### config.mk
export PLATFORM = sky130hd
export DESIGN_NAME = cre_blend_pipe
export DESIGN_NICKNAME = d
export VERILOG_FILES = /design/src/rtl/cre_pkg.sv /design/src/rtl/cre_blend_pipe.sv
export SDC_FILE = /design/constraint.sdc
export NUM_CORES = 2
export LEC_CHECK = 0
export BUFFER_PORTS_ARGS = -buffer_cell sky130_fd_sc_hd__buf_4
export CAP_MARGIN = 30
export CORE_MARGIN = 4
export CORE_UTILIZATION = 51
export CTS_CLUSTER_DIAMETER = 200
export DETAILED_ROUTE_END_ITERATION = 10
export PLACE_DENSITY_LB_ADDON = 0.1
export SLEW_MARGIN = 20
export SYNTH_ARGS = -nofsm -noshare
export SYNTH_HDL_FRONTEND = slang
export SYNTH_SLANG_ARGS = --single-unit
### constraint.sdc
create_clock -name i_clk -period 8.16 [get_ports i_clk]
set_clock_uncertainty 0.1 [all_clocks]
set_input_delay 1.632 -clock i_clk [delete_from_list [all_inputs] [get_ports i_clk]]
set_output_delay 1.632 -clock i_clk [all_outputs]
set_load 0.01 [all_outputs]
### src/rtl/cre_pkg.sv
package cre_pkg;

    // Width of the kernel selection register.
    localparam int KERNEL_MODE_W = 3;

    // Kernel selection codes. The codes five to seven select no kernel and give a zero result.
    typedef enum logic [KERNEL_MODE_W-1:0] {
        KM_C0 = 3'd0,
        KM_C2 = 3'd1,
        KM_C4 = 3'd2,
        KM_C6 = 3'd3,
        KM_TP = 3'd4
    } t_kernel_mode;

    // Control that travels with an item from stage to stage.
    typedef struct packed {
        logic valid;
        logic in_support;
    } t_stage_ctl;

endpackage

### src/rtl/cre_blend_pipe.sv
module cre_blend_pipe
    import cre_pkg::*;
#(
    parameter int FRAC_BITS = 16
) (
    input  logic                       i_clk,
    input  logic                       i_rst_n,
    input  logic                       i_en,
    input  logic [KERNEL_MODE_W-1:0]   i_kernel_mode,
    input  t_stage_ctl                 i_ctl,
    input  logic [FRAC_BITS-1:0]       i_psi,
    input  logic [FRAC_BITS:0]         i_d,
    input  logic [FRAC_BITS:0]         i_d2,
    input  logic [FRAC_BITS:0]         i_d4,
    input  logic [FRAC_BITS-1:0]       i_s2,
    input  logic [FRAC_BITS-1:0]       i_s3,
    input  logic [FRAC_BITS+3:0]       i_ks2,
    output logic                       o_valid,
    output logic [FRAC_BITS:0]         o_value
);

    localparam int F   = FRAC_BITS;
    localparam int W   = FRAC_BITS + 1;
    localparam int PW  = FRAC_BITS + 7;
    localparam int PDW = 2 * W;
    localparam int PFW = W + PW;
    localparam int RW  = PFW - F;
    localparam logic [W-1:0] ONE  = {1'b1, {F{1'b0}}};
    localparam logic [F-1:0] HALF = {1'b1, {(F-1){1'b0}}};

    // Stage 4: the power of the distance term and the polynomial factor.
    logic             r_s4_valid;
    logic             r_s4_zero;
    logic [W-1:0]     r_s4_a;
    logic [PW-1:0]    r_s4_b;

    // Stage 5: final rounded product, also the output register.
    logic             r_s5_valid;
    logic [W-1:0]     r_s5_value;

    logic [PDW-1:0]   p_d6;
    logic [PDW-1:0]   p_d8;
    logic [W-1:0]     n_a;
    logic [PW-1:0]    n_b;
    logic             n_bad_mode;
    logic [PFW-1:0]   p_fin;
    logic [RW-1:0]    rnd;
    logic [W-1:0]     n_value;

    assign p_d6 = PDW'(i_d4) * PDW'(i_d2) + PDW'(HALF);
    assign p_d8 = PDW'(i_d4) * PDW'(i_d4) + PDW'(HALF);

    // Every kernel ends in one rounded product. The plain square multiplies by one, which the
    // rounding leaves exact, and the fifth power multiplies the fourth power by the distance.
    always_comb begin
        n_a        = i_d2;
        n_b        = PW'(ONE);
        n_bad_mode = 1'b0;
        case (i_kernel_mode)
            KM_C0: begin
                n_a = i_d2;
                n_b = PW'(ONE);
            end
            KM_C2: begin
                n_a = i_d4;
                n_b = PW'(i_psi) * PW'(4) + PW'(ONE);
            end
            KM_C4: begin
                n_a = p_d6[F +: W];
                n_b = PW'(i_ks2) + PW'(i_psi) * PW'(6) + PW'(ONE);
            end
            KM_C6: begin
                n_a = p_d8[F +: W];
                n_b = PW'(i_s3) * PW'(32) + PW'(i_s2) * PW'(25)
                    + PW'(i_psi) * PW'(8) + PW'(ONE);
            end
            KM_TP: begin
                n_a = i_d4;
                n_b = PW'(i_d);
            end
            default: begin
                n_bad_mode = 1'b1;
            end
        endcase
    end

    assign p_fin = PFW'(r_s4_a) * PFW'(r_s4_b) + PFW'(HALF);
    assign rnd   = p_fin[F +: RW];

    always_comb begin
        if (r_s4_zero) begin
            n_value = '0;
        end else if (rnd > RW'(ONE)) begin
            n_value = ONE;
        end else begin
            n_value = rnd[W-1:0];
        end
    end

    always_ff @(posedge i_clk) begin
        if (!i_rst_n) begin
            r_s4_valid <= 1'b0;
            r_s5_valid <= 1'b0;
        end else if (i_en) begin
            r_s4_valid <= i_ctl.valid;
            r_s5_valid <= r_s4_valid;
        end
    end

    always_ff @(posedge i_clk) begin
        if (i_en) begin
            r_s4_zero  <= ~i_ctl.in_support | n_bad_mode;
            r_s4_a     <= n_a;
            r_s4_b     <= n_b;
            r_s5_value <= n_value;
        end
    end

    assign o_valid = r_s5_valid;
    assign o_value = r_s5_value;

endmodule

==> results.json <==
{
  "outcome": "complete, no violations",
  "cts_tree": "done",
  "reg2reg_to": "o_value[7]$_SDFFCE_PP0P_",
  "final_cell_mix": "969 x inv_1, 775 x fa_1, 504 x nand2_1",
  "worstHoldEndpoint": "o_valid$_SDFFE_PN0P_",
  "syn_nets": 5418,
  "synth.distinct_cells": 72,
  "ys.flop_type": "edfxtp_1",
  "synthesis.area_um2": 36600,
  "whs_path_depth": 2,
  "drive_gt1_frac": 0.0842,
  "relSlewSlack": 0.356,
  "fin_crit_sh": 0.970,
  "antenna_found_initial": 4,
  "dpl_worst_slack_ns": -0.106,
  "arrival_ns": 7.89,
  "wirelength_um": 94000,
  "hold_viol": 0,
  "hold_path.startpoint": "o_valid$_SDFFE_PN0P_",
  "start_util": 0.518,
  "num_rows": 97,
  "worst_slack_ns": 0.242,
  "slew_viol_final": 0,
  "reg2reg_slack_ns": 0.47,
  "cts_setup_buffers": 0,
  "mostFrequentLayoutCell": "inv_1",
  "globalplace.congestion": 0.882,
  "path_class": "primary input to flop",
  "drt_pass1_iterations": 5,
  "synth_seq_cells": 60,
  "grtUsageTotal": 0.258,
  "ys_async_sr_fraction": 0,
  "grt_max_degree": 61,
  "layout.nets": 5550,
  "rsz0062_at_grt": "false",
  "core-area_um2": 70600,
  "ios": 145,
  "die_h_um": 276,
  "worst_skew_pair.late_latency_ns": 0.39,
  "numClockSinks": 60,
  "r2r-start": "r_s4_a[2]$_DFFE_PP_",
  "cts-htree-levels": 3,
  "routedWlPerCell_um": 18.3,
  "cts_resized": 0,
  "clk_pin_slew_ns": 0.09,
  "holdCritPathClass": "flop to flop",
  "cap_violations": 0,
  "dp_hpwl_um": 79900,
  "drc": 0,
  "dieArea_um2": 76100,
  "io_buffer_count": 144,
  "fmax_mhz": 126,
  "dp_cells": 5105,
  "area_growth_pct": 8.54,
  "synth_warnings": 0,
  "synth_area_per_cell_um2": 9.05,
  "globalRoute.totalOverflow": 0,
  "critPathMaxFanout": 10,
  "die_w_um": 276,
  "first_iter_violations": 1472,
  "fin_crit_ns": 7.92,
  "cts_hold_buf": 0,
  "clock-root-buffer": "clkbuf_16",
  "critPathLaunchType": "primary input",
  "required_ns": 8.13,
  "ys_seq_area_frac": 0.0487,
  "grt_first_pass_wirelength_um": 154000,
  "synth_edf_count": 58,
  "ff2ff_path_depth": 23,
  "worstMarginPinSlew_ns": 0.966,
  "ant_nets": 0,
  "syn_inst": 4046,
  "cts_buffer_depth": 2,
  "end_kind": "flop",
  "fin_cells": 5126,
  "grt_pass1_vias": 28527,
  "vias": 26845,
  "via_per_inst": 5.24,
  "setup_viol": 0,
  "numCtsBuffers": 9
}
==> per-stage QoR <==
| stage | TNS [ns] | instance area (um^2) | utilization | hold WS, ns |
|---|---|---|---|---|
| detailed placement | -0.178 | 39400 | 0.558 | 0.418 |
| finish | 0 | 39700 | 0.563 | 0.428 |
| global route | 0 | 39700 | 0.563 | 0.458 |
| floorplan | 0 | 36600 | - | 0.382 |
| CTS | 0 | 39700 | 0.562 | 0.435 |
| global placement | -0.164 | 39400 | 0.558 | 0.404 |
==> cells in the mapped netlist, drive strengths merged, types with 7 or more instances <==
| library cell | number | area (um^2) |
|---|---|---|
| nand2 | 504 | 1890 |
| or3 | 8 | 50.1 |
| a22oi | 14 | 105 |
| or2 | 12 | 75.1 |
| nand3 | 21 | 105 |
| o211ai | 11 | 87.6 |
| a31oi | 10 | 68.8 |
| xor2 | 30 | 263 |
| a21o | 36 | 272 |
| a21oi | 101 | 509 |
| o21ai | 60 | 300 |
| nand3b | 8 | 60.1 |
| inv | 969 | 3640 |
| o22a | 7 | 61.3 |
| and2 | 364 | 2280 |
| mux2i | 23 | 230 |
| o221ai | 14 | 123 |
| ha | 470 | 5880 |
| edfxtp | 58 | 1740 |
| nand2b | 13 | 81.3 |
| nor2 | 91 | 342 |
| xnor2 | 62 | 543 |
| a221oi | 8 | 70.1 |
| buf | 13 | 65.1 |
| clkbuf | 159 | 597 |
| o21a | 19 | 143 |
| a211oi | 25 | 255 |
| nor3 | 25 | 125 |
| o21bai | 16 | 120 |
| fa | 775 | 15500 |
| nor2b | 17 | 106 |
| and3 | 14 | 87.6 |
==> cell families after synthesis <==
group                      count (synthesis)  synth area share
adders and majority gates               1245             0.584
buffers and inverters                   1141             0.117
and+or+nand+nor                         1100             0.147
AOI/OAI and AO/OA                        380            0.0723
xor gates and xnor gates                  92            0.0220
DFF                                       60            0.0487
muxes                                     28           0.00783
==> cell type report <==
cell class,count,area [um^2]
well taps,940,1180
multi-input cells,2845,30500
flip-flops and latches,60,1780
clock buffers,9,225
diodes,3,7.51
fillers,6573,30900
repair buffers,293,2280
clock inverters,7,98.8
inverters,969,3640
==> sequential cells by signal, indices dropped and copies added (netlist names) <==
| register | count |
|---|---|
| r_s4_valid | 1 |
| r_s4_zero | 1 |
| r_s4_a | 17 |
| o_value | 17 |
| r_s4_b | 23 |
| o_valid | 1 |
==> critical path, cell delays in order <==
cell and delay [ns]:
buf_4 0.18, buf_12 0.14, buf_4 0.16, and2_1 0.20, ha_1 0.17, or2_2 0.31, fa_1 0.54, inv_1 0.06
fa_1 0.44, fa_1 0.48, fa_1 0.49, inv_1 0.05, fa_1 0.45, ha_1 0.32, a211o_1 0.30, a221oi_1 0.23
o31ai_1 0.14, and3_1 0.25, or2_2 0.34, a31oi_1 0.21, buf_4 0.16, o21ai_0 0.09, a31oi_1 0.23, xnor2_1 0.14
o221ai_1 0.14
==> metal layers <==
| metal | vias up | part of all wire | track usage |
|---|---|---|---|
| met2 | 598 | 0.47 | 0.422 |
| met3 | 110 | 0.050 | 0.0358 |
| met5 | - | 0.00014 | 0 |
| met1 | 13560 | 0.46 | 0.369 |
| met4 | 2 | 0.024 | 0.0582 |
| li1 | 12575 | - | - |
==> worst max-delay path by stage <==
| stage | from | endpoint | slack [ns] |
|---|---|---|---|
| global route | i_d4[8] | r_s4_a[16]$_DFFE_PP_ | 0.007 |
| global placement | i_d4[9] | r_s4_a[16]$_DFFE_PP_ | -0.1 |
| CTS | i_d4[8] | r_s4_a[16]$_DFFE_PP_ | 0.28 |
| floorplan | i_d2[2] | r_s4_a[16]$_DFFE_PP_ | 0.002 |
| finish | i_d4[8] | r_s4_a[16]$_DFFE_PP_ | 0.24 |
| detailed placement | i_d4[8] | r_s4_a[16]$_DFFE_PP_ | -0.11 |
Power is left out: the tool's default activity adds up to more than one toggle a clock period on the data nets, which glitch-free logic cannot reach.
