--- src/rtl/cre_pkg.sv ---
package cre_pkg;

    // Width of the kernel selection register.
    localparam int KERNEL_MODE_W = 3;

    // Kernel selection codes. The codes five to seven select no kernel and give a zero result.
    typedef enum logic [KERNEL_MODE_W-1:0] {
        KM_C0 = 3'd0,
        KM_C2 = 3'd1,
        KM_C4 = 3'd2,
        KM_C6 = 3'd3,
        KM_TP = 3'd4
    } t_kernel_mode;

    // Control that travels with an item from stage to stage.
    typedef struct packed {
        logic valid;
        logic in_support;
    } t_stage_ctl;

endpackage

--- src/rtl/cre_power_pipe.sv ---
module cre_power_pipe
    import cre_pkg::*;
#(
    parameter int FRAC_BITS = 16
) (
    input  logic                   i_clk,
    input  logic                   i_rst_n,
    input  logic                   i_en,
    input  logic                   i_valid,
    input  logic [FRAC_BITS:0]     i_psi,
    output t_stage_ctl             o_ctl,
    output logic [FRAC_BITS-1:0]   o_psi,
    output logic [FRAC_BITS:0]     o_d,
    output logic [FRAC_BITS:0]     o_d2,
    output logic [FRAC_BITS:0]     o_d4,
    output logic [FRAC_BITS-1:0]   o_s2,
    output logic [FRAC_BITS-1:0]   o_s3,
    output logic [FRAC_BITS+3:0]   o_ks2
);

    localparam int F  = FRAC_BITS;
    localparam int W  = FRAC_BITS + 1;
    localparam int KW = FRAC_BITS + 4;
    localparam logic [W-1:0]  ONE    = {1'b1, {F{1'b0}}};
    localparam logic [F-1:0]  HALF   = {1'b1, {(F-1){1'b0}}};
    localparam logic [KW-1:0] K_35_3 = KW'(((64'd70 << F) + 64'd3) / 64'd6);

    localparam int PDW = 2 * W;
    localparam int PSW = 2 * F + 1;
    localparam int PKW = KW + F + 1;

    // Stage 1: distance from the support edge.
    t_stage_ctl       r_s1_ctl;
    logic [F-1:0]     r_s1_psi;
    logic [W-1:0]     r_s1_d;

    // Stage 2: squares.
    t_stage_ctl       r_s2_ctl;
    logic [F-1:0]     r_s2_psi;
    logic [W-1:0]     r_s2_d;
    logic [W-1:0]     r_s2_d2;
    logic [F-1:0]     r_s2_s2;

    // Stage 3: fourth power, cube and scaled square.
    t_stage_ctl       r_s3_ctl;
    logic [F-1:0]     r_s3_psi;
    logic [W-1:0]     r_s3_d;
    logic [W-1:0]     r_s3_d2;
    logic [W-1:0]     r_s3_d4;
    logic [F-1:0]     r_s3_s2;
    logic [F-1:0]     r_s3_s3;
    logic [KW-1:0]    r_s3_ks2;

    logic [PDW-1:0]   p_dd;
    logic [PSW-1:0]   p_ss;
    logic [PDW-1:0]   p_d4;
    logic [PSW-1:0]   p_s3;
    logic [PKW-1:0]   p_ks;

    assign p_dd = PDW'(r_s1_d) * PDW'(r_s1_d) + PDW'(HALF);
    assign p_ss = PSW'(r_s1_psi) * PSW'(r_s1_psi) + PSW'(HALF);
    assign p_d4 = PDW'(r_s2_d2) * PDW'(r_s2_d2) + PDW'(HALF);
    assign p_s3 = PSW'(r_s2_s2) * PSW'(r_s2_psi) + PSW'(HALF);
    assign p_ks = PKW'(K_35_3) * PKW'(r_s2_s2) + PKW'(HALF);

    always_ff @(posedge i_clk) begin
        if (!i_rst_n) begin
            r_s1_ctl <= '0;
            r_s2_ctl <= '0;
            r_s3_ctl <= '0;
        end else if (i_en) begin
            r_s1_ctl.valid      <= i_valid;
            r_s1_ctl.in_support <= ~i_psi[F];
            r_s2_ctl            <= r_s1_ctl;
            r_s3_ctl            <= r_s2_ctl;
        end
    end

    always_ff @(posedge i_clk) begin
        if (i_en) begin
            r_s1_psi <= i_psi[F-1:0];
            r_s1_d   <= ONE - W'(i_psi[F-1:0]);

            r_s2_psi <= r_s1_psi;
            r_s2_d   <= r_s1_d;
            r_s2_d2  <= p_dd[F +: W];
            r_s2_s2  <= p_ss[F +: F];

            r_s3_psi <= r_s2_psi;
            r_s3_d   <= r_s2_d;
            r_s3_d2  <= r_s2_d2;
            r_s3_d4  <= p_d4[F +: W];
            r_s3_s2  <= r_s2_s2;
            r_s3_s3  <= p_s3[F +: F];
            r_s3_ks2 <= p_ks[F +: KW];
        end
    end

    assign o_ctl = r_s3_ctl;
    assign o_psi = r_s3_psi;
    assign o_d   = r_s3_d;
    assign o_d2  = r_s3_d2;
    assign o_d4  = r_s3_d4;
    assign o_s2  = r_s3_s2;
    assign o_s3  = r_s3_s3;
    assign o_ks2 = r_s3_ks2;

endmodule

--- config.mk ---
export PLATFORM = sky130hd
export DESIGN_NAME = cre_power_pipe
export DESIGN_NICKNAME = d
export VERILOG_FILES = /design/src/rtl/cre_pkg.sv /design/src/rtl/cre_power_pipe.sv
export SDC_FILE = /design/constraint.sdc
export NUM_CORES = 2
export LEC_CHECK = 0
export BUFFER_PORTS_ARGS = -buffer_cell sky130_fd_sc_hd__buf_2
export CAP_MARGIN = 25
export CORE_UTILIZATION = 66
export CTS_CLUSTER_DIAMETER = 150
export DETAILED_ROUTE_END_ITERATION = 16
export GPL_ROUTABILITY_DRIVEN = 1
export HOLD_SLACK_MARGIN = 0.15
export PLACE_DENSITY = 0.84
export REMOVE_ABC_BUFFERS = 1
export SLEW_MARGIN = 20
export SYNTH_ARGS = -nofsm -noshare
export SYNTH_HDL_FRONTEND = slang
export SYNTH_SLANG_ARGS = --single-unit
export TNS_END_PERCENT = 10
--- constraint.sdc ---
create_clock -name i_clk -period 7 [get_ports i_clk]
set_input_delay 0.7 -clock i_clk [delete_from_list [all_inputs] [get_ports i_clk]]
set_output_delay 0.7 -clock i_clk [all_outputs]
set_load 0.01 [all_outputs]
==> reports/qor.csv <==
stage;metric;value;unit
outcome;status;completed;
clock_tree;clock slew seen by the registers of the worst setup and hold paths;0.07;ns
drt;Initial DRC Count;1763;
clock_tree;CTS tree;built;
yosys;XOR/XNOR Fraction of Synth Area;2.62;%
drt;drt first pass iters;5;
worst_setup_path;Worst R2R End;r_s2_d2[16]$_DFFE_PP_;
worst_hold_path;WHS Path Cells;1;
yosys;Post-Syn Area;42700;um2
timing;setup TNS;0;ns
final_layout;fillcell total;4322;
worst_hold_path;HP Start;i_psi[5];
worst_hold_path;Min-Delay Path Class;primary input to flop;
worst_setup_path;CP Data Required Time;7.35;ns
placement;post-DP HPWL;75800;um
yosys;fraction of registers with async set/reset;0;%
yosys;library cells used by synthesis;60;
worst_hold_path;WHS Endpoint;r_s1_psi[5]$_DFFE_PP_;
final_layout;share of layout cells above drive strength 1;7.07;%
placement;Post-Place Cell Area;44700;um2
final_layout;post-layout util;72.2;%
worst_setup_path;CP max FO;12;
final_layout;Multi-input gate area;31400;um2
clock_tree;Clock Latency Late Sink;0.61;ns
timing;Pins Over Slew Limit;0;
timing;Setup Skew;0.0256;ns
yosys;mux contribution to synthesized area;0.220;%
clock_tree;Bufs on Longest Clock Path;3;
worst_setup_path;length in cells of the worst reg-to-reg path;23;
worst_setup_path;Critical Setup Path Class;flop to flop;
timing;Final Hold Fails;0;
drt;post-route ant nets;0;
timing;final worst-path cycle share;94.9;%
timing;final worst setup slack;0.356;ns
final_layout;Inserted Diodes;0;
yosys;Cells after Synth;4146;
placement;worst slack at placement;0.292;ns
job;max_cap viols;0;
worst_setup_path;Critical Path Source;r_s1_d[5]$_DFFE_PP_;
global_route;GRT Total Usage;29.9;%
yosys;area fraction in compound gates after synthesis;3.10;%
drt;vias post-DR;28175;
yosys;Post-Syn Area per Cell;10.3;um2
clock_tree;CTS buffer count;29;
worst_setup_path;crit path launch type;flop;
final_layout;FF/Latch Area;6580;um2
clock_tree;CTS H-tree lvls;1;
final_layout;most frequent cells in the layout;inv_1 (1181), fa_1 (855), ha_1 (586), nand2_1 (364), and2_1 (313);
yosys;main combinational cell family by area after synthesis;adder cells;
timing;post-route minimum period;6.64;ns
floorplan;# IOs;142;
timing;Least-Margin Pin Slew;0.925;ns
placement;gpl congestion;0.927;
clock_tree;Sink Count;221;
floorplan;starting density of the core;67.2;%
floorplan;die area;65700;um2
floorplan;Rows;92;
final_layout;most common cell after layout, fill and taps aside;inv_1;
yosys;synthesized flop and latch total;221;
timing;fmax;151;MHz
final_layout;Finished Cell Area;45800;um2
drt;drc violations;0;
timing;setup violators final;0;
worst_setup_path;flop2flop setup slack;0.36;ns
yosys;Area contributors post-synth;fa_1 (40%), ha_1 (17%), edfxtp_1 (15%), inv_1 (10%), and2_1 (4.6%);
timing;Rel. slew slack;38.3;%
drt;drt via density;5.43;
floorplan;Die Wd;256;um
timing;RSZ-0062 raised after global routing;no;
final_layout;fin nets;5779;
yosys;Primary FF master, synth;edfxtp_1;
floorplan;Core Footprint;63500;um2
worst_setup_path;Worst Path Arrival;6.99;ns
floorplan;DIE HEIGHT;256;um
drt;wire per inst;17.8;um
drt;WL final;92500;um
global_route;largest net degree at the start of global routing;136;
yosys;Post-synth EDFFs;215;
worst_setup_path;r2r startpoint;r_s1_d[5]$_DFFE_PP_;
yosys;Post-Synth Simple-Gate Area;10.2;%
yosys;Yosys top cell area share;40.1;%
global_route;initial antenna violation count;0;
yosys;register area share after synthesis;15.4;%
placement;Port Buffer Count;141;
yosys;Post-Synth Adder-Cell Area;57.2;%
clock_tree;hold_buf cts;0;
final_layout;Area Overhead vs Synth;7.33;%
global_route;remaining global-route overflow;0;
global_route;vias in the first global route;31707;
yosys;Yosys Warn Count;0;
global_route;global-route wire length before repair;156000;um
yosys;post-synth top area cell;fa_1;
clock_tree;Root Driver;clkbuf_16;
worst_setup_path;Setup crit end kind;flop;
synth_stat cells, types with 3 or more instances:
library cell and n:
a211oi_1 10, a21o_1 34, a21oi_1 57, a31oi_1 7, a41oi_1 4, and2_1 313
and3_1 7, and4_1 7, clkbuf_1 88, dfxtp_1 6, edfxtp_1 215, fa_1 855
ha_1 586, inv_1 1181, mux2_2 3, mux2i_1 6, nand2_1 364, nand2b_1 7
nand3_1 16, nand4_1 7, nor2_1 76, nor2b_1 27, nor3_1 22, nor4_1 7
o211a_1 3, o211ai_1 4, o21a_1 14, o21ai_0 34, o21bai_1 4, o31ai_1 3
or2_2 12, or3_1 6, xnor2_1 89, xor2_1 39
final cells by class:
cell class              count  area share [%]
repair buffers            230            3.07
well taps                 846            2.31
clock buffers              29            1.58
inverters                1181            9.67
multi-input cells        2654            68.4
clock inverters            25           0.619
flip-flops and latches    221            14.3
per-layer routing:
metal	track usage [%]	wire length, um
met5	0	0
met4	10.6	3170
met3	4.76	6390
met2	51.2	45800
met1	38.7	37100
worst max path at each step:
stage / to / slack, ns / cells past startpoint
final: r_s2_d2[16]$_DFFE_PP_ / 0.36 / 23
after global routing: r_s2_d2[16]$_DFFE_PP_ / 0.03 / 23
after CTS: r_s2_s2[15]$_DFFE_PP_ / 0.27 / 23
after detailed placement: r_s2_s2[15]$_DFFE_PP_ / 0.29 / 23
after global placement: r_s2_s2[15]$_DFFE_PP_ / 0.42 / 21
after floorplan: r_s2_d2[16]$_DFFE_PP_ / 0.88 / 23
worst max-delay path, stage by stage (launching register included):
cell	delay (ns)
edfxtp_1	0.65
nand2_1	0.22
inv_1	0.08
fa_1	0.53
inv_1	0.06
fa_1	0.50
fa_1	0.54
inv_1	0.06
fa_1	0.50
fa_1	0.50
inv_1	0.05
fa_1	0.47
inv_1	0.05
ha_1	0.33
a21o_1	0.12
a21o_1	0.10
a21o_1	0.18
nor3_1	0.06
o211a_1	0.15
o311ai_1	0.52
a21oi_2	0.15
o21a_1	0.24
o221ai_1	0.23
xnor2_1	0.09
state kept, by name (all words and copies together), names as in the netlist, 17 cells and up:
register	flops
o_d4	17
o_ks2	20
r_s2_d2	17
o_d2	17
stage by stage:
step	cells	hold slack (ns)
after floorplan	4056	0.400
after global placement	5115	0.406
after detailed placement	5115	0.405
after CTS	5169	0.313
after global routing	5186	0.322
final	5186	0.335
what timing repair did:
item | 4_1_cts | 5_1_grt
gates resized for setup | 0 | 1
endpoints found under the hold margin | 0 | 0
buffers inserted | 0 | 17
endpoints found under the setup margin | 0 | 7
kinds of logic after synthesis:
family / count (synthesis)
AND/OR/NAND/NOR: 877
adder cells (fa/ha/maj): 1441
AO/OA/AOI/OAI: 199
buffers and inverters: 1271
flip-flops: 221
XOR/XNOR: 128
multiplexers: 9
Power is left out: the tool's default activity adds up to more than one toggle a clock period on the data nets, which glitch-free logic cannot reach.
